--- src/design/assert_macros.svh ---
// Assertion macros used by the RTL file of the GPIO port register block.
// Depends on nothing; the including module supplies clk and rst_n.
`ifndef ASSERT_MACROS_SVH
`define ASSERT_MACROS_SVH

// Concurrent assertion on the rising clock edge, disabled while in reset.
`define ASSERT_CLK(label, prop, msg) \
    label: assert property (@(posedge clk) disable iff (!rst_n) (prop)) else $error(msg);

// Concurrent assertion on the rising clock edge that also holds during reset.
`define ASSERT_ALWAYS(label, prop, msg) \
    label: assert property (@(posedge clk) (prop)) else $error(msg);

`endif

--- src/design/gpioprb_pkg.sv ---
// Package for the GPIO port register block: register offsets, status codes,
// reset values and beat layout constants. Depends on nothing.
`timescale 1ns / 1ps

package gpioprb_pkg;

    // Register offsets from the configured base address.
    localparam logic [31:0] OFF_CFG_LOW  = 32'h0000_0000;
    localparam logic [31:0] OFF_CFG_HIGH = 32'h0000_0004;
    localparam logic [31:0] OFF_IN_DATA  = 32'h0000_0008;
    localparam logic [31:0] OFF_OUT_DATA = 32'h0000_000C;
    localparam logic [31:0] OFF_SET_CLR  = 32'h0000_0010;
    localparam logic [31:0] OFF_CLR      = 32'h0000_0014;
    localparam logic [31:0] OFF_LOCK     = 32'h0000_0018;

    // Status codes returned with each result beat.
    typedef enum logic [1:0] {
        ST_OK       = 2'd0,
        ST_BAD_SIZE = 2'd1,
        ST_BAD_OFF  = 2'd2
    } status_t;

    // Access kinds carried in tuser.
    localparam logic OP_READ  = 1'b0;
    localparam logic OP_WRITE = 1'b1;

    // The only accepted access size in bytes.
    localparam logic [3:0] ACCESS_SIZE_WORD = 4'd4;

    // Reset value of both configuration words.
    localparam logic [31:0] CFG_RESET = 32'h4444_4444;

    // Lock write that sets the key bit.
    localparam logic [31:0] LOCK_KEY_WORD = 32'h0001_0000;

    // Beat widths: fields packed from bit 0 up, padded to whole bytes.
    localparam int IN_FIELDS_W  = 32 + 4 + 32 + 16;
    localparam int IN_TDATA_W   = ((IN_FIELDS_W + 7) / 8) * 8;
    localparam int OUT_FIELDS_W = 32 + 2 + 16;
    localparam int OUT_TDATA_W  = ((OUT_FIELDS_W + 7) / 8) * 8;

endpackage

--- src/design/gpio_port_register_block.sv ---
// GPIO port register block: seven 32-bit registers behind a stream of bus accesses.
// Depends on gpioprb_pkg and assert_macros.svh.
`timescale 1ns / 1ps

// The block takes one bus access per input beat and returns one result beat with
// read data, status and the 16 output pin levels after the access. It accepts a new
// access every cycle unless stalled. An accepted access moves through the input
// register and then the result register. Back-pressure on the result side stalls
// the input side only when both the input and the result register hold beats.
// The registers sit at offsets 0x00 to 0x18 from base_address, written through
// cfg_we/cfg_wdata. The user must write it only while no access is in flight;
// the block does not enforce this. Writes to the two configuration words are
// ignored while the lock key bit (bit 16 of the lock word) is set.
`include "assert_macros.svh"

module gpio_port_register_block (
    input  logic        clk,
    input  logic        rst_n,
    // Base address write port.
    input  logic        cfg_we,
    input  logic [31:0] cfg_wdata,
    // Access beats.
    input  logic        s_axis_tvalid,
    output logic        s_axis_tready,
    // tdata from bit 0: address[31:0], access_size[3:0], write_data[31:0],
    // pin_levels[15:0], zero padding.
    input  logic [gpioprb_pkg::IN_TDATA_W-1:0] s_axis_tdata,
    // tuser: op (0 read, 1 write).
    input  logic        s_axis_tuser,
    // Result beats.
    output logic        m_axis_tvalid,
    input  logic        m_axis_tready,
    // tdata from bit 0: read_data[31:0], status[1:0], pin_drive[15:0], zero padding.
    output logic [gpioprb_pkg::OUT_TDATA_W-1:0] m_axis_tdata
);

    // Configuration and port state.
    logic [31:0] base_address_reg;
    logic [31:0] cfg_low_reg,  cfg_low_next;
    logic [31:0] cfg_high_reg, cfg_high_next;
    logic [15:0] output_bits_reg, output_bits_next;
    logic [16:0] lock_reg, lock_next;

    // Input register.
    logic        in_valid_reg;
    logic        in_op_reg;
    logic [31:0] in_address_reg;
    logic [3:0]  in_size_reg;
    logic [31:0] in_wdata_reg;
    logic [15:0] in_pins_reg;

    // Result register.
    logic                 out_valid_reg;
    logic [31:0]          out_read_data_reg, read_data_next;
    gpioprb_pkg::status_t out_status_reg, status_next;
    logic [15:0]          out_pin_drive_reg;

    logic        advance;
    logic        in_load;
    logic [31:0] offset;

    // The result register advances when a beat waits and it is empty or drained.
    assign advance       = in_valid_reg && (!out_valid_reg || m_axis_tready);
    assign s_axis_tready = !in_valid_reg || advance;
    assign in_load       = s_axis_tvalid && s_axis_tready;

    assign m_axis_tvalid = out_valid_reg;
    assign m_axis_tdata  = {{(gpioprb_pkg::OUT_TDATA_W - gpioprb_pkg::OUT_FIELDS_W){1'b0}},
                            out_pin_drive_reg, out_status_reg, out_read_data_reg};

    // Base address register.
    always_ff @(posedge clk or negedge rst_n)
    begin
        if (!rst_n)
        begin
            base_address_reg <= '0;
        end
        else if (cfg_we)
        begin
            base_address_reg <= cfg_wdata;
        end
    end

    // Input register control.
    always_ff @(posedge clk or negedge rst_n)
    begin
        if (!rst_n)
        begin
            in_valid_reg <= 1'b0;
        end
        else if (s_axis_tready)
        begin
            in_valid_reg <= s_axis_tvalid;
        end
    end

    // Input register payload.
    always_ff @(posedge clk)
    begin
        if (in_load)
        begin
            in_op_reg      <= s_axis_tuser;
            in_address_reg <= s_axis_tdata[31:0];
            in_size_reg    <= s_axis_tdata[35:32];
            in_wdata_reg   <= s_axis_tdata[67:36];
            in_pins_reg    <= s_axis_tdata[83:68];
        end
    end

    // Decode the access and work out the next register values.
    assign offset = in_address_reg - base_address_reg;

    always_comb
    begin
        cfg_low_next     = cfg_low_reg;
        cfg_high_next    = cfg_high_reg;
        output_bits_next = output_bits_reg;
        lock_next        = lock_reg;
        read_data_next   = '0;
        status_next      = gpioprb_pkg::ST_OK;

        if (in_size_reg != gpioprb_pkg::ACCESS_SIZE_WORD)
        begin
            status_next = gpioprb_pkg::ST_BAD_SIZE;
        end
        else if (in_op_reg == gpioprb_pkg::OP_READ)
        begin
            case (offset)
                gpioprb_pkg::OFF_CFG_LOW:  read_data_next = cfg_low_reg;
                gpioprb_pkg::OFF_CFG_HIGH: read_data_next = cfg_high_reg;
                gpioprb_pkg::OFF_IN_DATA:  read_data_next = {16'b0, in_pins_reg};
                gpioprb_pkg::OFF_OUT_DATA: read_data_next = {16'b0, output_bits_reg};
                gpioprb_pkg::OFF_LOCK:     read_data_next = {15'b0, lock_reg};
                default:                   read_data_next = '0;
            endcase
        end
        else
        begin
            case (offset)
                gpioprb_pkg::OFF_CFG_LOW:
                begin
                    if (!lock_reg[16])
                    begin
                        cfg_low_next = in_wdata_reg;
                    end
                end
                gpioprb_pkg::OFF_CFG_HIGH:
                begin
                    if (!lock_reg[16])
                    begin
                        cfg_high_next = in_wdata_reg;
                    end
                end
                gpioprb_pkg::OFF_IN_DATA:
                begin
                    // Input data is read-only; the write is dropped quietly.
                end
                gpioprb_pkg::OFF_OUT_DATA:
                begin
                    output_bits_next = in_wdata_reg[15:0];
                end
                gpioprb_pkg::OFF_SET_CLR:
                begin
                    // Clear first, then set, so a set wins over a clear.
                    output_bits_next = (output_bits_reg & ~in_wdata_reg[31:16])
                                       | in_wdata_reg[15:0];
                end
                gpioprb_pkg::OFF_CLR:
                begin
                    output_bits_next = output_bits_reg & ~in_wdata_reg[15:0];
                end
                gpioprb_pkg::OFF_LOCK:
                begin
                    if (in_wdata_reg == gpioprb_pkg::LOCK_KEY_WORD)
                    begin
                        lock_next = {1'b1, lock_reg[15:0]};
                    end
                    else if (in_wdata_reg == '0 && lock_reg[16])
                    begin
                        lock_next = {1'b0, lock_reg[15:0]};
                    end
                    else
                    begin
                        lock_next = {lock_reg[16], in_wdata_reg[15:0]};
                    end
                end
                default:
                begin
                    status_next = gpioprb_pkg::ST_BAD_OFF;
                end
            endcase
        end
    end

    // Port state updates as each access moves into the result register.
    always_ff @(posedge clk or negedge rst_n)
    begin
        if (!rst_n)
        begin
            cfg_low_reg     <= gpioprb_pkg::CFG_RESET;
            cfg_high_reg    <= gpioprb_pkg::CFG_RESET;
            output_bits_reg <= '0;
            lock_reg        <= '0;
        end
        else if (advance)
        begin
            cfg_low_reg     <= cfg_low_next;
            cfg_high_reg    <= cfg_high_next;
            output_bits_reg <= output_bits_next;
            lock_reg        <= lock_next;
        end
    end

    // Result register control.
    always_ff @(posedge clk or negedge rst_n)
    begin
        if (!rst_n)
        begin
            out_valid_reg <= 1'b0;
        end
        else if (!out_valid_reg || m_axis_tready)
        begin
            out_valid_reg <= in_valid_reg;
        end
    end

    // Result register payload.
    always_ff @(posedge clk)
    begin
        if (advance)
        begin
            out_read_data_reg <= read_data_next;
            out_status_reg    <= status_next;
            out_pin_drive_reg <= output_bits_next;
        end
    end

    // Assertions.
    `ASSERT_CLK(a_pin_drive_tracks_state, advance |=> out_pin_drive_reg == output_bits_reg, "result pin_drive differs from output data register")
    `ASSERT_CLK(a_locked_cfg_stable, lock_reg[16] |=> $stable(cfg_low_reg) && $stable(cfg_high_reg), "configuration word changed while locked")
    `ASSERT_CLK(a_bad_size_result, advance && in_size_reg != gpioprb_pkg::ACCESS_SIZE_WORD |=> out_status_reg == gpioprb_pkg::ST_BAD_SIZE && out_read_data_reg == '0, "wrong size access not reported")
    `ASSERT_CLK(a_status_code_valid, m_axis_tvalid |-> m_axis_tdata[33:32] != 2'd3, "unused status code on result beat")

endmodule
--- config.mk ---
export PLATFORM = sky130hd
export DESIGN_NAME = gpio_port_register_block
export DESIGN_NICKNAME = d
export VERILOG_FILES = /design/src/design/gpioprb_pkg.sv /design/src/design/gpio_port_register_block.sv
export VERILOG_INCLUDE_DIRS = /design/src /design/src/design
export SDC_FILE = /design/constraint.sdc
export NUM_CORES = 1
export LEC_CHECK = 0
export CAP_MARGIN = 20
export CORE_MARGIN = 2
export CORE_UTILIZATION = 58
export DETAILED_ROUTE_END_ITERATION = 8
export DONT_BUFFER_PORTS = 1
export PLACE_DENSITY_LB_ADDON = 0.15
export REMOVE_ABC_BUFFERS = 1
export SLEW_MARGIN = 25
export SYNTH_ARGS = -nofsm -noshare
export SYNTH_HDL_FRONTEND = slang
export SYNTH_SLANG_ARGS = --single-unit
--- constraint.sdc ---
create_clock -name clk -period 3.6 [get_ports clk]
set_clock_uncertainty 0.15 [all_clocks]
set_input_delay 0.9 -clock clk [delete_from_list [all_inputs] [get_ports clk]]
set_output_delay 0.9 -clock clk [all_outputs]
set_load 0.02 [all_outputs]
==> reports/results.tsv, run 1 <==
stage	metric	value	unit
place	dp_slack	-0.524	ns
logic_synthesis	synthTopCellsByCount	175 x nand2_1, 135 x edfxtp_1, 115 x dfrtp_1, 105 x o21ai_0, 100 x a21oi_1	
power_and_ir_drop	seq_power_share	41.7	%
logic_synthesis	synth-seq-cells	266	
logic_synthesis	synth_edf_count	135	
sta	finalSetupViolCount	145	
floorplan	die-area	0.0243	mm^2
clock_network	htreeDepth	1	
final_layout	syn_to_final_growth	34.1	%
detailed_routing	routedWlPerCell	23.5	um
logic_synthesis	ys_seq_area_share	55.1	%
floorplan	num_io_pins	184	
floorplan	core	0.0226	mm^2
critical_path	crit_type	flip-flop to flip-flop	
critical_path	cp_max_fo	6	
detailed_routing	drt_wl_total	41800	um
logic_synthesis	synthArstFlopShare	49.2	%
power_and_ir_drop	irDropWorstVdd	0.000469	V
place	gp_congestion	0.959	
power_and_ir_drop	comb_power_share	25.0	%
sta	hold_violations	0	
detailed_routing	drtAntennaViolNets	0	
clock_network	clk_latency	0.55	ns
global_route	antenna_found_initial	2	
global_route	grt_usage	32.7	%
sta	drv_slew	0	
detailed_routing	via_count	11269	
floorplan	row_count	55	
status	status	finished with violations	
floorplan	die_width	156	um
clock_network	numCtsBuffers	28	
status	violations	negative setup slack	
sta	fin_crit_sh	113	%
place	dp_hpwl	25100	um
global_route	grt_pass1_vias	10850	
clock_network	cts_tree	yes	
critical_path	worstPathRequired	3.88	ns
detailed_routing	drtIter0Drc	1327	
logic_synthesis	synth_area	0.0134	mm^2
logic_synthesis	synth_area_leaders	edfxtp_1 30%, dfrtp_1 22%, nand2_1 4.9%	
power_and_ir_drop	power.switching	0.00256	W
detailed_routing	firstDrtPassIters	5	
logic_synthesis	synth_top_area_cell	edfxtp_1	
floorplan	die_h	156	um
logic_synthesis	yosysWarningCount	0	
sta	fin_ws	-0.460	ns
sta	timing.fmax	0.246	GHz
logic_synthesis	syn_avg_cell_area	10.6	um^2
power_and_ir_drop	clkPwrFrac	33.3	%
logic_synthesis	synth.distinct_cells	70	
global_route	grt_max_degree	116	
final_layout	fill_cells	1346	
detailed_routing	drc	0	
sta	min_period	4.06	ns
clock_network	cts.path.max_buffers	3	
logic_synthesis	post-synth-top-count-cell	nand2_1	
critical_path	arrival	4.34	ns
sta	relSlewSlack	4.47	%
critical_path	cp-end-kind	flip-flop	
sta	tightest_slew	1.43	ns
logic_synthesis	synthDominantCellAreaShare	30.4	%
critical_path	startpoint_type	flip-flop	
power_and_ir_drop	p_leak	7.14	nW
place	io_buffer_count	0	
global_route	grt_pass1_wl	61300	um
clock_network	cts_root_buf	clkbuf_16	
power_and_ir_drop	sw_frac_of_total	30.6	%
flow_run	drv_cap	0	
power_and_ir_drop	p_per_area	467	mW/mm^2
floorplan	initial_utilization	59.0	%
logic_synthesis	ys.flop_type	edfxtp_1	
clock_network	clk_pin_slew	0.07	ns
worst_hold_path	worstHoldPathType	primary input to async pin	
sta	rsz0062_at_grt	true	
final_layout	drive_gt1_share	37.5	%
final_layout	finalCoreUtilization	79.1	%
clock_network	cts.sinks	266	
final_layout	nets	1622	
logic_synthesis	syn_inst	1255	
sta	setup_tns	-42.83	ns
detailed_routing	vias_per_cell	6.35	
power_and_ir_drop	internal_power	0.00580	W
global_route	overflow	0	
## kinds of logic after synthesis
logic type	after synthesis	share of synthesized area [%]
compound gates	325	14.6
xor+xnor	13	0.853
fa+ha+maj	31	2.90
buf+inv	126	4.10
flops	266	55.1
mux	107	8.87
other cells	1	0.0281
simple gates	386	13.5
## power groups by stage
stage	Clock, W	Combinational (W)	Sequential, W
finish	0.00278	0.00209	0.00349
global route	0.00290	0.00224	0.00350
CTS	0.00280	0.00188	0.00348
detailed placement	0	0.00173	0.00353
global placement	0	0.00171	0.00353
floorplan	0	0.000920	0.00350
## cell type report
class | count | area [um^2] | share of cell area [%]
Clock inverter | 10 | 63.8 | 0.356
Timing Repair Buffer | 250 | 2250 | 12.6
Antenna cell | 2 | 5.00 | 0.0280
Multi-Input combinational cell | 869 | 6860 | 38.3
Tap cell | 285 | 357 | 1.99
Clock buffer | 42 | 825 | 4.61
Sequential cell | 266 | 7350 | 41.1
Inverter | 50 | 188 | 1.05
## final timing paths
| path | cells past startpoint | end | start | slack, ns |
|---|---|---|---|---|
| hold reg to reg | 1 | lock_reg[5]$_DFFE_PN0P_ | lock_reg[5]$_DFFE_PN0P_ | 0.34 |
| min in group clk | 0 | in_address_reg[16]$_DFFE_PP_ | s_axis_tdata[16] | 0.29 |
| max in group asynchronous | 1 | base_address_reg[1]$_DFFE_PN0P_ | rst_n | 2.63 |
| setup / recovery | 14 | cfg_high_reg[29]$_DFFE_PN0P_ | in_address_reg[1]$_DFFE_PP_ | -0.46 |
| setup reg to reg | 14 | cfg_high_reg[29]$_DFFE_PN0P_ | in_address_reg[1]$_DFFE_PP_ | -0.46 |
| hold / removal | 0 | cfg_low_reg[6]$_DFFE_PN1P_ | rst_n | 0.05 |
## placed cells by master, fill, tap and decap left out, drive strengths merged, types with 5 or more instances in the layout
master / Yosys / final
buf: 25 / 245
nand2: 175 / 175
edfxtp: 135 / 135
o21ai: 129 / 129
dfrtp: 115 / 115
a21oi: 100 / 100
mux2: 88 / 88
nor2: 71 / 71
inv: 50 / 52
clkbuf: 51 / 47
nor3: 32 / 32
o41ai: 32 / 32
ha: 31 / 31
nand4: 28 / 28
mux2i: 19 / 19
dfstp: 16 / 16
nor4: 14 / 14
nand3: 13 / 13
nand2b: 12 / 12
o21a: 8 / 8
nor2b: 7 / 7
xnor2: 7 / 7
and2: 7 / 7
conb: 1 / 6
xor2: 6 / 6
a211oi: 5 / 5
clkinv: 0 / 5
or3: 4 / 5
or4: 5 / 5
## timing repair
action | in CTS | in global routing
hold buffers | 1 | 0
pin swaps | 16 | 50
buffers inserted | 13 | 10
resized for setup | 184 | 136
cloned | 5 | 6
hold endpoints to repair | 115 | 0
endpoints found under the setup margin | 146 | 146
## layer usage
layer	routed length, um	global-route usage, %	vias to the layer above
li1	-	-	5030
met1	17400	46.7	5482
met2	18800	50.0	628
met3	4000	7.97	127
met4	1560	9.79	2
met5	13	0	-
## worst max-delay path: stages, from the launching register on
cell	delay [ns]
edfxtp_1	0.41
ha_4	0.26
nor2b_4	0.13
o2111a_1	0.27
or4_4	0.43
a41o_1	0.24
mux2_4	0.31
a211o_1	0.23
nor3_2	0.12
nand4_1	0.24
buf_6	0.23
nor3_4	0.27
buf_6	0.19
buf_8	0.15
mux2_4	0.32
## through the flow
step / total power [W] / hold slack, ns / instances / instance area [um^2]
finish: 0.00835 / 0.0453 / 1774 / 17900
global route: 0.00864 / 0.0350 / 1773 / 17900
CTS: 0.00816 / 0.0349 / 1757 / 17000
detailed placement: 0.00526 / 0.325 / 1687 / 15100
global placement: 0.00524 / 0.314 / 1687 / 15100
floorplan: 0.00442 / 0.299 / 1184 / 13000
Power figures use the tool's default switching activity.
==> run 2: changes to the inputs <==
Settings changed: BUFFER_PORTS_ARGS set to -buffer_cell sky130_fd_sc_hd__buf_2, CORE_UTILIZATION 58 to 52, DONT_BUFFER_PORTS 1 to unset, SLEW_MARGIN 25 to 5.
==> reports/results.tsv, run 2 (synthesis results as in run 1) <==
stage	metric	value	unit
status	status	finished with violations	
floorplan	initial_utilization	53.0	%
power_and_ir_drop	p_per_area	452	mW/mm^2
final_layout	drive_gt1_share	45.3	%
place	gp_congestion	0.899	
global_route	grt_pass1_vias	11322	
sta	relSlewSlack	0.998	%
floorplan	die-area	0.0270	mm^2
detailed_routing	drtAntennaViolNets	0	
clock_network	cts.path.max_buffers	3	
detailed_routing	routedWlPerCell	21.8	um
clock_network	numCtsBuffers	27	
clock_network	cts_hold_buf	0	
detailed_routing	drc	0	
detailed_routing	vias_per_cell	6.01	
global_route	grt_usage	29.1	%
sta	min_period	4.07	ns
sta	timing.fmax	0.246	GHz
floorplan	num_io_pins	184	
critical_path	worstPathRequired	3.86	ns
flow_run	drv_cap	1	
final_layout	nets	1809	
sta	rsz0062_at_grt	true	
place	dp_hpwl	26400	um
final_layout	final_cell_area	0.0193	mm^2
final_layout	syn_to_final_growth	44.2	%
worst_hold_path	worstHoldPathType	primary input to async pin	
clock_network	clk_pin_slew	0.06	ns
final_layout	final_cell_mix	221 x buf_4, 172 x buf_2, 171 x nand2_1	
floorplan	die_h	164	um
sta	fin_crit_sh	113	%
critical_path	arrival	4.34	ns
final_layout	final_cells	2002	
clock_network	cts.sinks	266	
clock_network	htreeDepth	1	
place	io_buffer_count	173	
sta	hold_violations	0	
detailed_routing	top_layer	met4	
floorplan	core	0.0252	mm^2
place	place_area	0.0161	mm^2
final_layout	antennaDiodeCount	0	
detailed_routing	wl_met1	18400	um
critical_path	startpoint_type	flip-flop	
detailed_routing	via_count	12023	
sta	finalSetupViolCount	145	
power_and_ir_drop	p_leak	8.02	nW
detailed_routing	drtIter0Drc	1049	
detailed_routing	wl_met2	20000	um
floorplan	row_count	58	
clock_network	clk_latency	0.55	ns
power_and_ir_drop	irDropWorstVdd	0.000539	V
place	dp.cells	1912	
global_route	grt_pass1_wl	61500	um
critical_path	cp-end-kind	flip-flop	
floorplan	die_width	164	um
sta	fin_ws	-0.472	ns
place	dp_slack	-0.537	ns
clock_network	cts_root_buf	clkbuf_16	
final_layout	finalCoreUtilization	76.5	%
global_route	grt_max_degree	82	
detailed_routing	wl_met3	3760	um
final_layout	final_common_cell	buf_4	
clock_network	cts_tree	yes	
detailed_routing	drt_wl_total	43600	um
critical_path	cp_max_fo	6	
global_route	overflow	0	
global_route	antenna_found_initial	0	
status	violations	max-capacitance violations, negative setup slack	
sta	drv_slew	0	
sta	tightest_slew	1.48	ns
critical_path	crit_type	flip-flop to flip-flop	
detailed_routing	firstDrtPassIters	6	
run 2: changes by cell type in the layout (fill, tap and decap cells not counted), sizes merged:
cell,delta
buf,+185
clkbuf,-11
clkinv,+8
bufinv,+6
diode,-2
inv,-2
clkinvlp,-1
run 2: area by class of cell:
class                      instances  area (um^2)
sequential                       266         7350
multi-input combinational        869         7080
fill                            1617         5920
timing repair buffer             438         3290
clock buffer                      28          679
tap                              330          413
clock inverter                    21          255
inverter                          50          188
run 2: where the power goes:
part	internal, W	switching [W]
combinational	0.000929	0.00136
sequential	0.00335	0.0000780
clock	0.00179	0.00119
run 2: through the flow:
stage	total power [W]	setup TNS, ns	hold WS, ns
3_5_place_dp	0.00541	-63.28	0.320
4_1_cts	0.00842	-47.69	0.318
2_1_floorplan	0.00442	-364.08	0.299
3_3_place_gp	0.00539	-56.15	0.310
5_1_grt	0.00902	-68.07	0.356
6_report	0.00870	-45.27	0.302
run 2: final timing paths:
kind / start / cells past startpoint / to / slack (ns)
max: base_address_reg[8]$_DFFE_PN0P_ / 16 / cfg_high_reg[25]$_DFFE_PN0P_ / -0.47
min: rst_n / 1 / base_address_reg[10]$_DFFE_PN0P_ / 0.30
max reg2reg: base_address_reg[8]$_DFFE_PN0P_ / 16 / cfg_high_reg[25]$_DFFE_PN0P_ / -0.47
min reg2reg: in_valid_reg$_DFFE_PN0N_ / 1 / m_axis_tvalid$_DFFE_PN0P_ / 0.34
max in group asynchronous: rst_n / 2 / cfg_low_reg[30]$_DFFE_PN1P_ / 2.14
min in group clk: in_valid_reg$_DFFE_PN0N_ / 1 / m_axis_tvalid$_DFFE_PN0P_ / 0.34
run 2: layer usage:
layer | up-vias | track usage [%]
met5 | - | 0
met4 | 0 | 6.98
met3 | 117 | 4.77
met2 | 629 | 45.7
met1 | 5878 | 42.4
li1 | 5399 | -
run 2: critical path, cell delays in order, from the launching register on:
cell       delay, ns
dfrtp_1         0.37
inv_2           0.08
ha_4            0.21
a21oi_4         0.19
buf_6           0.12
nand2_4         0.04
or4_4           0.52
a41o_1          0.24
mux2_4          0.32
a211o_1         0.24
nor3_2          0.17
nand4_1         0.21
buf_6           0.22
nor3_4          0.19
buf_6           0.19
clkbuf_16       0.19
mux2_4          0.30
run 2: timing repair:
item / CTS / global route
endpoints found under the setup margin: 146 / 146
gates resized for setup: 123 / 242
endpoints found under the hold margin: 0 / 0
pin swaps: 18 / 86
setup buffers: 12 / 19
gates cloned: 3 / 11
